[config.mk]
export PLATFORM = sky130hd
export DESIGN_NAME = zone_actuator_window_ownership
export DESIGN_NICKNAME = d
export VERILOG_FILES = /design/src/rtl/core/zawo_pkg.sv /design/src/rtl/core/zone_actuator_window_ownership.sv
export SDC_FILE = /design/constraint.sdc
export NUM_CORES = 1
export LEC_CHECK = 0
export ABC_AREA = 1
export BUFFER_PORTS_ARGS = -buffer_cell sky130_fd_sc_hd__buf_2
export CAP_MARGIN = 20
export CELL_PAD_IN_SITES_DETAIL_PLACEMENT = 0
export CELL_PAD_IN_SITES_GLOBAL_PLACEMENT = 1
export CORE_MARGIN = 3
export CORE_UTILIZATION = 46
export CTS_BUF_LIST = sky130_fd_sc_hd__clkbuf_8 sky130_fd_sc_hd__clkbuf_16
export CTS_CLUSTER_SIZE = 14
export DETAILED_ROUTE_END_ITERATION = 8
export PLACE_DENSITY = 0.8
export SYNTH_ARGS = -nofsm -noshare
export SYNTH_HDL_FRONTEND = slang
export SYNTH_SLANG_ARGS = --single-unit
[constraint.sdc]
create_clock -name clk -period 11.77 [get_ports clk]
set_input_delay 0.5885 -clock clk [delete_from_list [all_inputs] [get_ports clk]]
set_output_delay 0.5885 -clock clk [all_outputs]
set_load 0.05 [all_outputs]
[src/rtl/core/zawo_pkg.sv]
`default_nettype none

package zawo_pkg;

  localparam int unsigned PidW   = 16;
  localparam int unsigned DriveW = 17;
  localparam int unsigned DutyW  = 16;
  localparam int unsigned ZoneW  = 2;
  localparam int unsigned OwnW   = 2;

  // floor(a * 32 / 25) == (a * RECIP_MULT) >> RECIP_SHIFT for a <= 32768
  localparam int unsigned RecipW = 22;
  localparam int unsigned ProdW  = PidW + RecipW;
  localparam logic [RecipW-1:0] RECIP_MULT = 22'd2684355;
  localparam int unsigned RECIP_SHIFT = 21;

  localparam logic [DutyW-1:0] VENT_THRESHOLD_RESET = 16'd2560;

  localparam logic [ZoneW-1:0] ZONE_LEFT  = 2'd0;
  localparam logic [ZoneW-1:0] ZONE_MID   = 2'd1;
  localparam logic [ZoneW-1:0] ZONE_RIGHT = 2'd2;

  localparam logic [OwnW-1:0] OWN_FREE        = 2'd0;
  localparam logic [OwnW-1:0] LEFT_WIN_LEFT   = 2'd1;
  localparam logic [OwnW-1:0] LEFT_WIN_MID    = 2'd2;
  localparam logic [OwnW-1:0] RIGHT_WIN_MID   = 2'd1;
  localparam logic [OwnW-1:0] RIGHT_WIN_RIGHT = 2'd2;

  localparam logic SIDE_LEFT  = 1'b0;
  localparam logic SIDE_RIGHT = 1'b1;

  typedef enum logic [1:0] {
    CMD_NONE  = 2'd0,
    CMD_OPEN  = 2'd1,
    CMD_CLOSE = 2'd2
  } win_cmd_t;

  typedef struct packed {
    win_cmd_t        cmd;
    logic [OwnW-1:0] owner;
  } win_upd_t;

  // fields from high bit down, so zone_echo lands in the low bits of tdata
  typedef struct packed {
    logic [OwnW-1:0]   right_window_owner;
    logic [OwnW-1:0]   left_window_owner;
    win_cmd_t          right_window_cmd;
    win_cmd_t          left_window_cmd;
    logic              exhaust_side;
    logic [DutyW-1:0]  exhaust_duty;
    logic [DutyW-1:0]  heater_duty;
    logic [DutyW-1:0]  fan_duty;
    logic [DriveW-1:0] drive;
    logic [ZoneW-1:0]  zone_echo;
  } result_t;

  localparam int unsigned ResultW = $bits(result_t);
  localparam int unsigned OutW    = 80;
  localparam int unsigned InW     = 24;

  function automatic win_upd_t window_update(input logic [OwnW-1:0] owner,
                                             input logic [OwnW-1:0] me,
                                             input logic vent);
    win_upd_t r;
    r.cmd   = CMD_NONE;
    r.owner = owner;
    if (vent) begin
      if (owner == OWN_FREE) begin
        r.cmd   = CMD_OPEN;
        r.owner = me;
      end
    end else if (owner == me) begin
      r.cmd   = CMD_CLOSE;
      r.owner = OWN_FREE;
    end
    return r;
  endfunction

endpackage

`default_nettype wire

[src/rtl/core/zone_actuator_window_ownership.sv]
// Pipeline: input register (s1), then result register (res); the result register loads
//   while the output is empty or its result is being accepted.
// Throughput: one item per cycle unless m_axis_tready stalls the output; the path is one
//   16x22 reciprocal multiply for the scale by 32/25, then the vent compare and the window owner update.
// Reset (rst, synchronous): both windows free, vent_threshold = 2560, pipeline empty.
`default_nettype none

module zone_actuator_window_ownership
  import zawo_pkg::*;
(
  input  wire logic              clk,
  input  wire logic              rst,
  input  wire logic              s_axis_tvalid,
  output logic                   s_axis_tready,
  input  wire logic [InW-1:0]    s_axis_tdata,   // zone[1:0], pid_out[17:2], zero pad
  output logic                   m_axis_tvalid,
  input  wire logic              m_axis_tready,
  output logic [OutW-1:0]        m_axis_tdata,   // zone_echo[1:0], drive[18:2],
                                                 // fan_duty[34:19], heater_duty[50:35],
                                                 // exhaust_duty[66:51], exhaust_side[67],
                                                 // left_window_cmd[69:68],
                                                 // right_window_cmd[71:70],
                                                 // left_window_owner[73:72],
                                                 // right_window_owner[75:74], zero pad
  input  wire logic              cfg_wr_en,
  input  wire logic [DutyW-1:0]  cfg_wr_data
);

  logic              s1_valid;
  logic [ZoneW-1:0]  s1_zone;
  logic [PidW-1:0]   s1_pid;
  logic              out_valid;
  result_t           res;
  logic [DutyW-1:0]  vent_threshold;
  logic [OwnW-1:0]   left_owner;
  logic [OwnW-1:0]   right_owner;

  logic              out_adv;
  logic              neg;
  logic [PidW-1:0]   mag_in;
  logic [ProdW-1:0]  prod;
  logic [DutyW-1:0]  q;
  logic [DriveW-1:0] drive;
  logic              vent;
  win_upd_t          lupd;
  win_upd_t          rupd;
  result_t           res_next;
  logic [OwnW-1:0]   left_owner_next;
  logic [OwnW-1:0]   right_owner_next;

  assign out_adv       = s1_valid && (!out_valid || m_axis_tready);
  assign s_axis_tready = !s1_valid || out_adv;
  assign m_axis_tvalid = out_valid;
  assign m_axis_tdata  = {{(OutW - ResultW){1'b0}}, res};

  always_ff @(posedge clk) begin
    if (rst) begin
      s1_valid <= 1'b0;
    end else if (s_axis_tready) begin
      s1_valid <= s_axis_tvalid;
    end
    if (s_axis_tvalid && s_axis_tready) begin
      s1_zone <= s_axis_tdata[ZoneW-1:0];
      s1_pid  <= s_axis_tdata[ZoneW+PidW-1:ZoneW];
    end
  end

  // sign-magnitude divide: trunc toward zero
  always_comb begin
    neg    = s1_pid[PidW-1];
    mag_in = neg ? (~s1_pid + 1'b1) : s1_pid;
    prod   = ProdW'(mag_in) * ProdW'(RECIP_MULT);
    q      = prod[RECIP_SHIFT+DutyW-1:RECIP_SHIFT];
    drive  = neg ? (~{1'b0, q} + 1'b1) : {1'b0, q};
    vent   = neg && (q > vent_threshold);
  end

  always_comb begin
    lupd             = window_update(left_owner, LEFT_WIN_LEFT, vent);
    rupd             = window_update(right_owner, RIGHT_WIN_RIGHT, vent);
    left_owner_next  = left_owner;
    right_owner_next = right_owner;

    res_next.zone_echo          = s1_zone;
    res_next.drive              = drive;
    res_next.fan_duty           = q;
    res_next.heater_duty        = neg ? '0 : q;
    res_next.exhaust_duty       = vent ? q : '0;
    res_next.exhaust_side       = SIDE_LEFT;
    res_next.left_window_cmd    = CMD_NONE;
    res_next.right_window_cmd   = CMD_NONE;

    case (s1_zone)
      ZONE_LEFT: begin
        lupd                      = window_update(left_owner, LEFT_WIN_LEFT, vent);
        left_owner_next           = lupd.owner;
        res_next.left_window_cmd  = lupd.cmd;
      end
      ZONE_MID: begin
        lupd                      = window_update(left_owner, LEFT_WIN_MID, vent);
        rupd                      = window_update(right_owner, RIGHT_WIN_MID, vent);
        left_owner_next           = lupd.owner;
        right_owner_next          = rupd.owner;
        res_next.left_window_cmd  = lupd.cmd;
        res_next.right_window_cmd = rupd.cmd;
      end
      ZONE_RIGHT: begin
        rupd                      = window_update(right_owner, RIGHT_WIN_RIGHT, vent);
        right_owner_next          = rupd.owner;
        res_next.right_window_cmd = rupd.cmd;
        res_next.exhaust_side     = SIDE_RIGHT;
      end
      default: begin
        res_next.exhaust_duty = '0;
      end
    endcase

    res_next.left_window_owner  = left_owner_next;
    res_next.right_window_owner = right_owner_next;
  end

  always_ff @(posedge clk) begin
    if (rst) begin
      out_valid      <= 1'b0;
      left_owner     <= OWN_FREE;
      right_owner    <= OWN_FREE;
      vent_threshold <= VENT_THRESHOLD_RESET;
    end else begin
      if (!out_valid || m_axis_tready) begin
        out_valid <= s1_valid;
      end
      if (out_adv) begin
        left_owner  <= left_owner_next;
        right_owner <= right_owner_next;
      end
      if (cfg_wr_en) begin
        vent_threshold <= cfg_wr_data;
      end
    end
    if (out_adv) begin
      res <= res_next;
    end
  end

`ifndef SYNTHESIS
  a_owner_hold: assert property (@(posedge clk) disable iff (rst)
    !out_adv |=> ($stable(left_owner) && $stable(right_owner)))
    else $error("window owner changed without an item");

  a_exhaust_mag: assert property (@(posedge clk) disable iff (rst)
    (out_valid && res.exhaust_duty != '0) |->
      (res.exhaust_duty == res.fan_duty && res.drive[DriveW-1] && res.heater_duty == '0))
    else $error("exhaust duty without negative drive");

  a_open_owned: assert property (@(posedge clk) disable iff (rst)
    (out_valid && (res.left_window_cmd == CMD_OPEN || res.right_window_cmd == CMD_OPEN)) |->
      ((res.left_window_cmd != CMD_OPEN || res.left_window_owner != OWN_FREE) &&
       (res.right_window_cmd != CMD_OPEN || res.right_window_owner != OWN_FREE)))
    else $error("window opened but left free");

  a_close_frees: assert property (@(posedge clk) disable iff (rst)
    (out_valid && res.left_window_cmd == CMD_CLOSE) |-> (res.left_window_owner == OWN_FREE))
    else $error("left window closed but still owned");
`endif

endmodule

`default_nettype wire

# == Word level (Yosys, flattened, before mapping) ==
# Index checks and enable logic that the tools add are counted.
# totals
regBits,116
mem_bits_rw,0
inputBits,45
mem_count,0
latch_bits,0
rom_bits,0
# op_classes
n_mul,1
n_bitwise,2
n_addsub,2
div,0
n_mux,19
magnitude_cmp,1
reduce_logical,12
n_eq_ne,6
n_shift,0
# op_table
operator,n
"16-bit by 22-bit multiplier with 37-bit output, second input constant",1
16-bit 2-to-1 mux,2
4-bit 2-to-1 mux,8
"17-bit by 1-bit adder with 17-bit output, second input constant",1
16-bit NOT with 17-bit output,1
"16-bit by 1-bit adder with 16-bit output, second input constant",1
16-bit > comparator,1
16-bit NOT,1
2-bit one-hot mux with 2 select lines,4
3-bit 2-to-1 mux,4
"2-bit by 1-bit equality test with 1-bit output, second input constant",3
"2-bit equality test, second input constant",3
2-bit logical NOT,3
1-bit logical AND,3
3-bit OR reduction,1
1-bit logical NOT,2
1-bit logical OR,2
2-bit AND reduction,1
1-bit 2-to-1 mux,1

# == Logic depth before layout (Yosys ltp) ==
# logic_depth
ltp_word,8
depth_mapped,49
depth_no_buf,49

# == Worst setup path after synthesis ==
# Ideal clock, no wire load.
# synth_path
path_kind,register to register
from,reg s1_pid[0]
to,reg res (netlist bit m_axis_tdata[51]) (data pin)
stages_incl_launch_ff,38
required_time_ns,11.505
slack_ns,3.513
arrival_ns,7.992
path_buffers,1
synth_period_minus_slack_ns,8.257
path_cell_list,edfxtp_1 -> inv_1 -> nand3_1 -> nor3_1 -> or2_2 -> xor2_1 -> fa_1 -> fa_1 -> inv_1 -> fa_1 -> fa_1 -> fa_1 -> inv_1 -> fa_1 -> inv_1 -> ha_1 -> nand2_1 -> nor2_1 -> [... 2 more ...] -> o21ai_1 -> nand2_1 -> nand2_1 -> and2_1 -> or2_4 -> nand2_4 -> inv_2 -> ha_1 -> nand2_1 -> inv_1 -> nand3_1 -> nor3_1 -> nand4_1 -> nand3_1 -> nor2_1 -> inv_1 -> clkbuf_1 -> nor2_1
# synth_via
elab_chain_len,7
# synth_rtl
element,line_no,text
from (decl),zone_actuator_window_ownership.sv:31,logic [PidW-1:0] s1_pid;
from (signal assigned),zone_actuator_window_ownership.sv:64,s1_pid <= s_axis_tdata[ZoneW+PidW-1:ZoneW];
16-bit NOT,zone_actuator_window_ownership.sv:71,mag_in = neg ? (~s1_pid + 1'b1) : s1_pid;
16-bit by 1-bit adder with 16-bit output,zone_actuator_window_ownership.sv:71,
16-bit 2-to-1 mux *,zone_actuator_window_ownership.sv:71,
16-bit by 22-bit multiplier with 37-bit output *,zone_actuator_window_ownership.sv:72,prod = ProdW'(mag_in) * ProdW'(RECIP_MULT);
named net prod[36],zone_actuator_window_ownership.sv:41,logic [ProdW-1:0] prod;
16-bit > comparator *,zone_actuator_window_ownership.sv:75,vent = neg && (q > vent_threshold);
1-bit logical AND *,zone_actuator_window_ownership.sv:75,
2-bit AND reduction (no source line) *,-,
to (signal assigned),zone_actuator_window_ownership.sv:141,res <= res_next;
to (decl),zone_actuator_window_ownership.sv:33,result_t res;
# The timed path passes the listed nets; every way through them passes the cells marked *.
# A chain may end at the register's enable or synchronous reset.

# == Worst setup path in the final report ==
# layout_path
from,reg s1_pid[0]
to,reg res (netlist bit m_axis_tdata[60]) (data pin)
# Same word-level chain as after synthesis.

==> impl_metrics.toml <==
[synth]
synth_area_per_cell_um2 = 8.44
syn_inst = 1425
syn_area_um2 = 12000
ys.flop_type = "edfxtp_1"
yosysTopAreaCell = "edfxtp_1"
ys_top_cells_by_area = "edfxtp_1 23%, ha_1 18%, fa_1 17%"
synth-seq-area-share = 0.269
yosys-top-cells-count = "363 x inv_1, 279 x nand2_1, 174 x ha_1"
yosys_warnings = 0
synth_top_area_share = 0.232
synth_edf_count = 93
synth.distinct_cells = 46
yosysMostFrequentCell = "inv_1"
ys_ff_latch = 115
async_flop_share = 0

[critical_path]
crit_top_cell = "inv_1"
criticalPathCategory = "register to register"
crit_required_ns = 11.90
worst_ep_arrival_time_ns = 9.84
cp_max_fo = 16
worstSetupEndpointType = "register"
cp_slowest_stage_delay_ns = 0.63
start_kind = "register"
slowest_stage = "edfxtp_1"

[global_route]
grt_max_degree = 66
antenna_found_initial = 0
overflow = 0
grt_pass1_wl_um = 48200
grt_pass1_vias = 9258
grt_util_all_layers = 0.218

[die]
die-area_um2 = 28100
fp.dieH_um = 168
start_util = 0.473
pin_count = 127
rows = 58
core_um2 = 25400
die_w_um = 168

[layout]
diodes = 0
area_delta_synth_final_pct = 13.0
drive_above_1_share = 0.136
nets = 1877

[timing]
finalHoldViolations = 0
fin_crit_sh = 0.825
tightest_slew_ns = 0.906
max_slew_margin = 0.394
setup_tns_ns = 0
rsz0062_at_grt = "false"
fin_crit_ns = 9.71
max_freq_mhz = 103
finalSetupViolCount = 0
slew_viol_final = 0
finalClockSkew_ns = 0.0164

[cts]
clk_latency_ns = 0.42
h-tree-depth = 4
cts-root-buf = "clkbuf_16"
clkSinkCount = 115
cts_tree = "built"
cts_buffer_depth = 2
ctsHoldBuffers = 0
cts_setup_buffers = 0
path_clk_slew_ns = 0.06
ctsResizeCount = 0
cts_made_buffers = 17

[routing]
viasPerCell = 4.84
wirelength_um = 29700
num_vias = 9182
wl_per_cell_um = 15.6
drc = 0
drtPass1Iterations = 5
drtIter0Drc = 420
ant_nets = 0

[run]
maxCapViolCount = 0

[worst_hold_path]
hp-class = "input pin to register"

[place]
globalplace.congestion = 0.886
port_buffers = 116
post-dp-hpwl_um = 24900

[status]
status = "finished, final reports clean"
## area by class of cell
type	count	area, um^2
repair buffers	123	633
multi-input cells	925	7310
well taps	330	413
fillers	2426	11800
clock inverters	12	116
inverters	373	1410
clock buffers	20	478
flip-flops and latches	115	3230
## routing by layer
| layer | wire length, um | GRT usage | share of wire | up-vias |
|---|---|---|---|---|
| li1 | - | - | - | 4655 |
| met1 | 13500 | 0.291 | 0.45 | 4282 |
| met2 | 14100 | 0.360 | 0.48 | 196 |
| met3 | 1350 | 0.0453 | 0.045 | 49 |
| met4 | 731 | 0.0633 | 0.025 | 0 |
| met5 | 0 | 0 | 0 | - |
## logic make-up (layout without fill, tap and decap cells)
logic type | count (synthesis) | count (layout) | synth area share
fa+ha+maj | 277 | 277 | 0.353
compound gates | 111 | 111 | 0.0513
flops | 115 | 115 | 0.269
xor+xnor | 28 | 28 | 0.0210
simple gates | 504 | 504 | 0.182
buf+inv | 388 | 528 | 0.124
other cells | 2 | 5 | 0.000625
## metrics by stage
step	instances	setup WS [ns]	utilization	hold slack (ns)	cell area (um^2)
final	1898	2.06	0.535	0.351	13600
after global routing	1898	1.39	0.535	0.335	13600
after CTS	1897	2.03	0.535	0.335	13600
after detailed placement	1865	2.12	0.511	0.456	13000
after global placement	1865	2.20	0.511	0.453	13000
after floorplan	1428	3.51	-	0.435	12000
## cells in the final DEF, fill, tap and decap left out, types with 7 or more instances in the layout
cell type | synthesis | layout
o21ai_0 | 35 | 35
nor2_1 | 105 | 105
xor2_1 | 23 | 23
nand4_1 | 10 | 10
a21oi_1 | 54 | 54
buf_2 | 1 | 116
inv_2 | 9 | 10
clkbuf_16 | 0 | 18
nand2_2 | 17 | 17
dfxtp_1 | 22 | 22
nand2_1 | 279 | 279
fa_1 | 103 | 103
ha_1 | 174 | 174
nor3_1 | 11 | 11
edfxtp_1 | 93 | 93
nor2_2 | 7 | 7
inv_1 | 363 | 362
nand3_1 | 47 | 47
## critical path: cells and delay by family (launching register included)
family                     cells  cell delay, ns
xor gates and xnor gates       1            0.60
DFF                            1            0.63
AOI/OAI and AO/OA              2            0.46
buffers and inverters          7            1.33
adders and majority gates      8            3.60
and+or+nand+nor               18            2.80
## sequential cells by signal (all words and copies together) (netlist names)
| name | flops |
|---|---|
| left_owner | 2 |
| m_axis_tdata | 75 |
| m_axis_tvalid | 1 |
| right_owner | 2 |
| s1_pid | 16 |
| s1_valid | 1 |
| s1_zone | 2 |
| vent_threshold | 16 |
## path summary, 6_finish.rpt
check / start / end / slack (ns) / cells after the start
worst max-delay path: s1_pid[0] / m_axis_tdata[60] / 2.06 / 36
worst min-delay path: s_axis_tdata[10] / s1_pid[8] / 0.35 / 1
worst max register to register: s1_pid[0] / m_axis_tdata[60] / 2.06 / 36
worst min register to register: vent_threshold[7] / vent_threshold[7] / 0.46 / 2
Power is not shown: default switching activity piles up to over one toggle a cycle in this logic, so the estimate is an artifact.
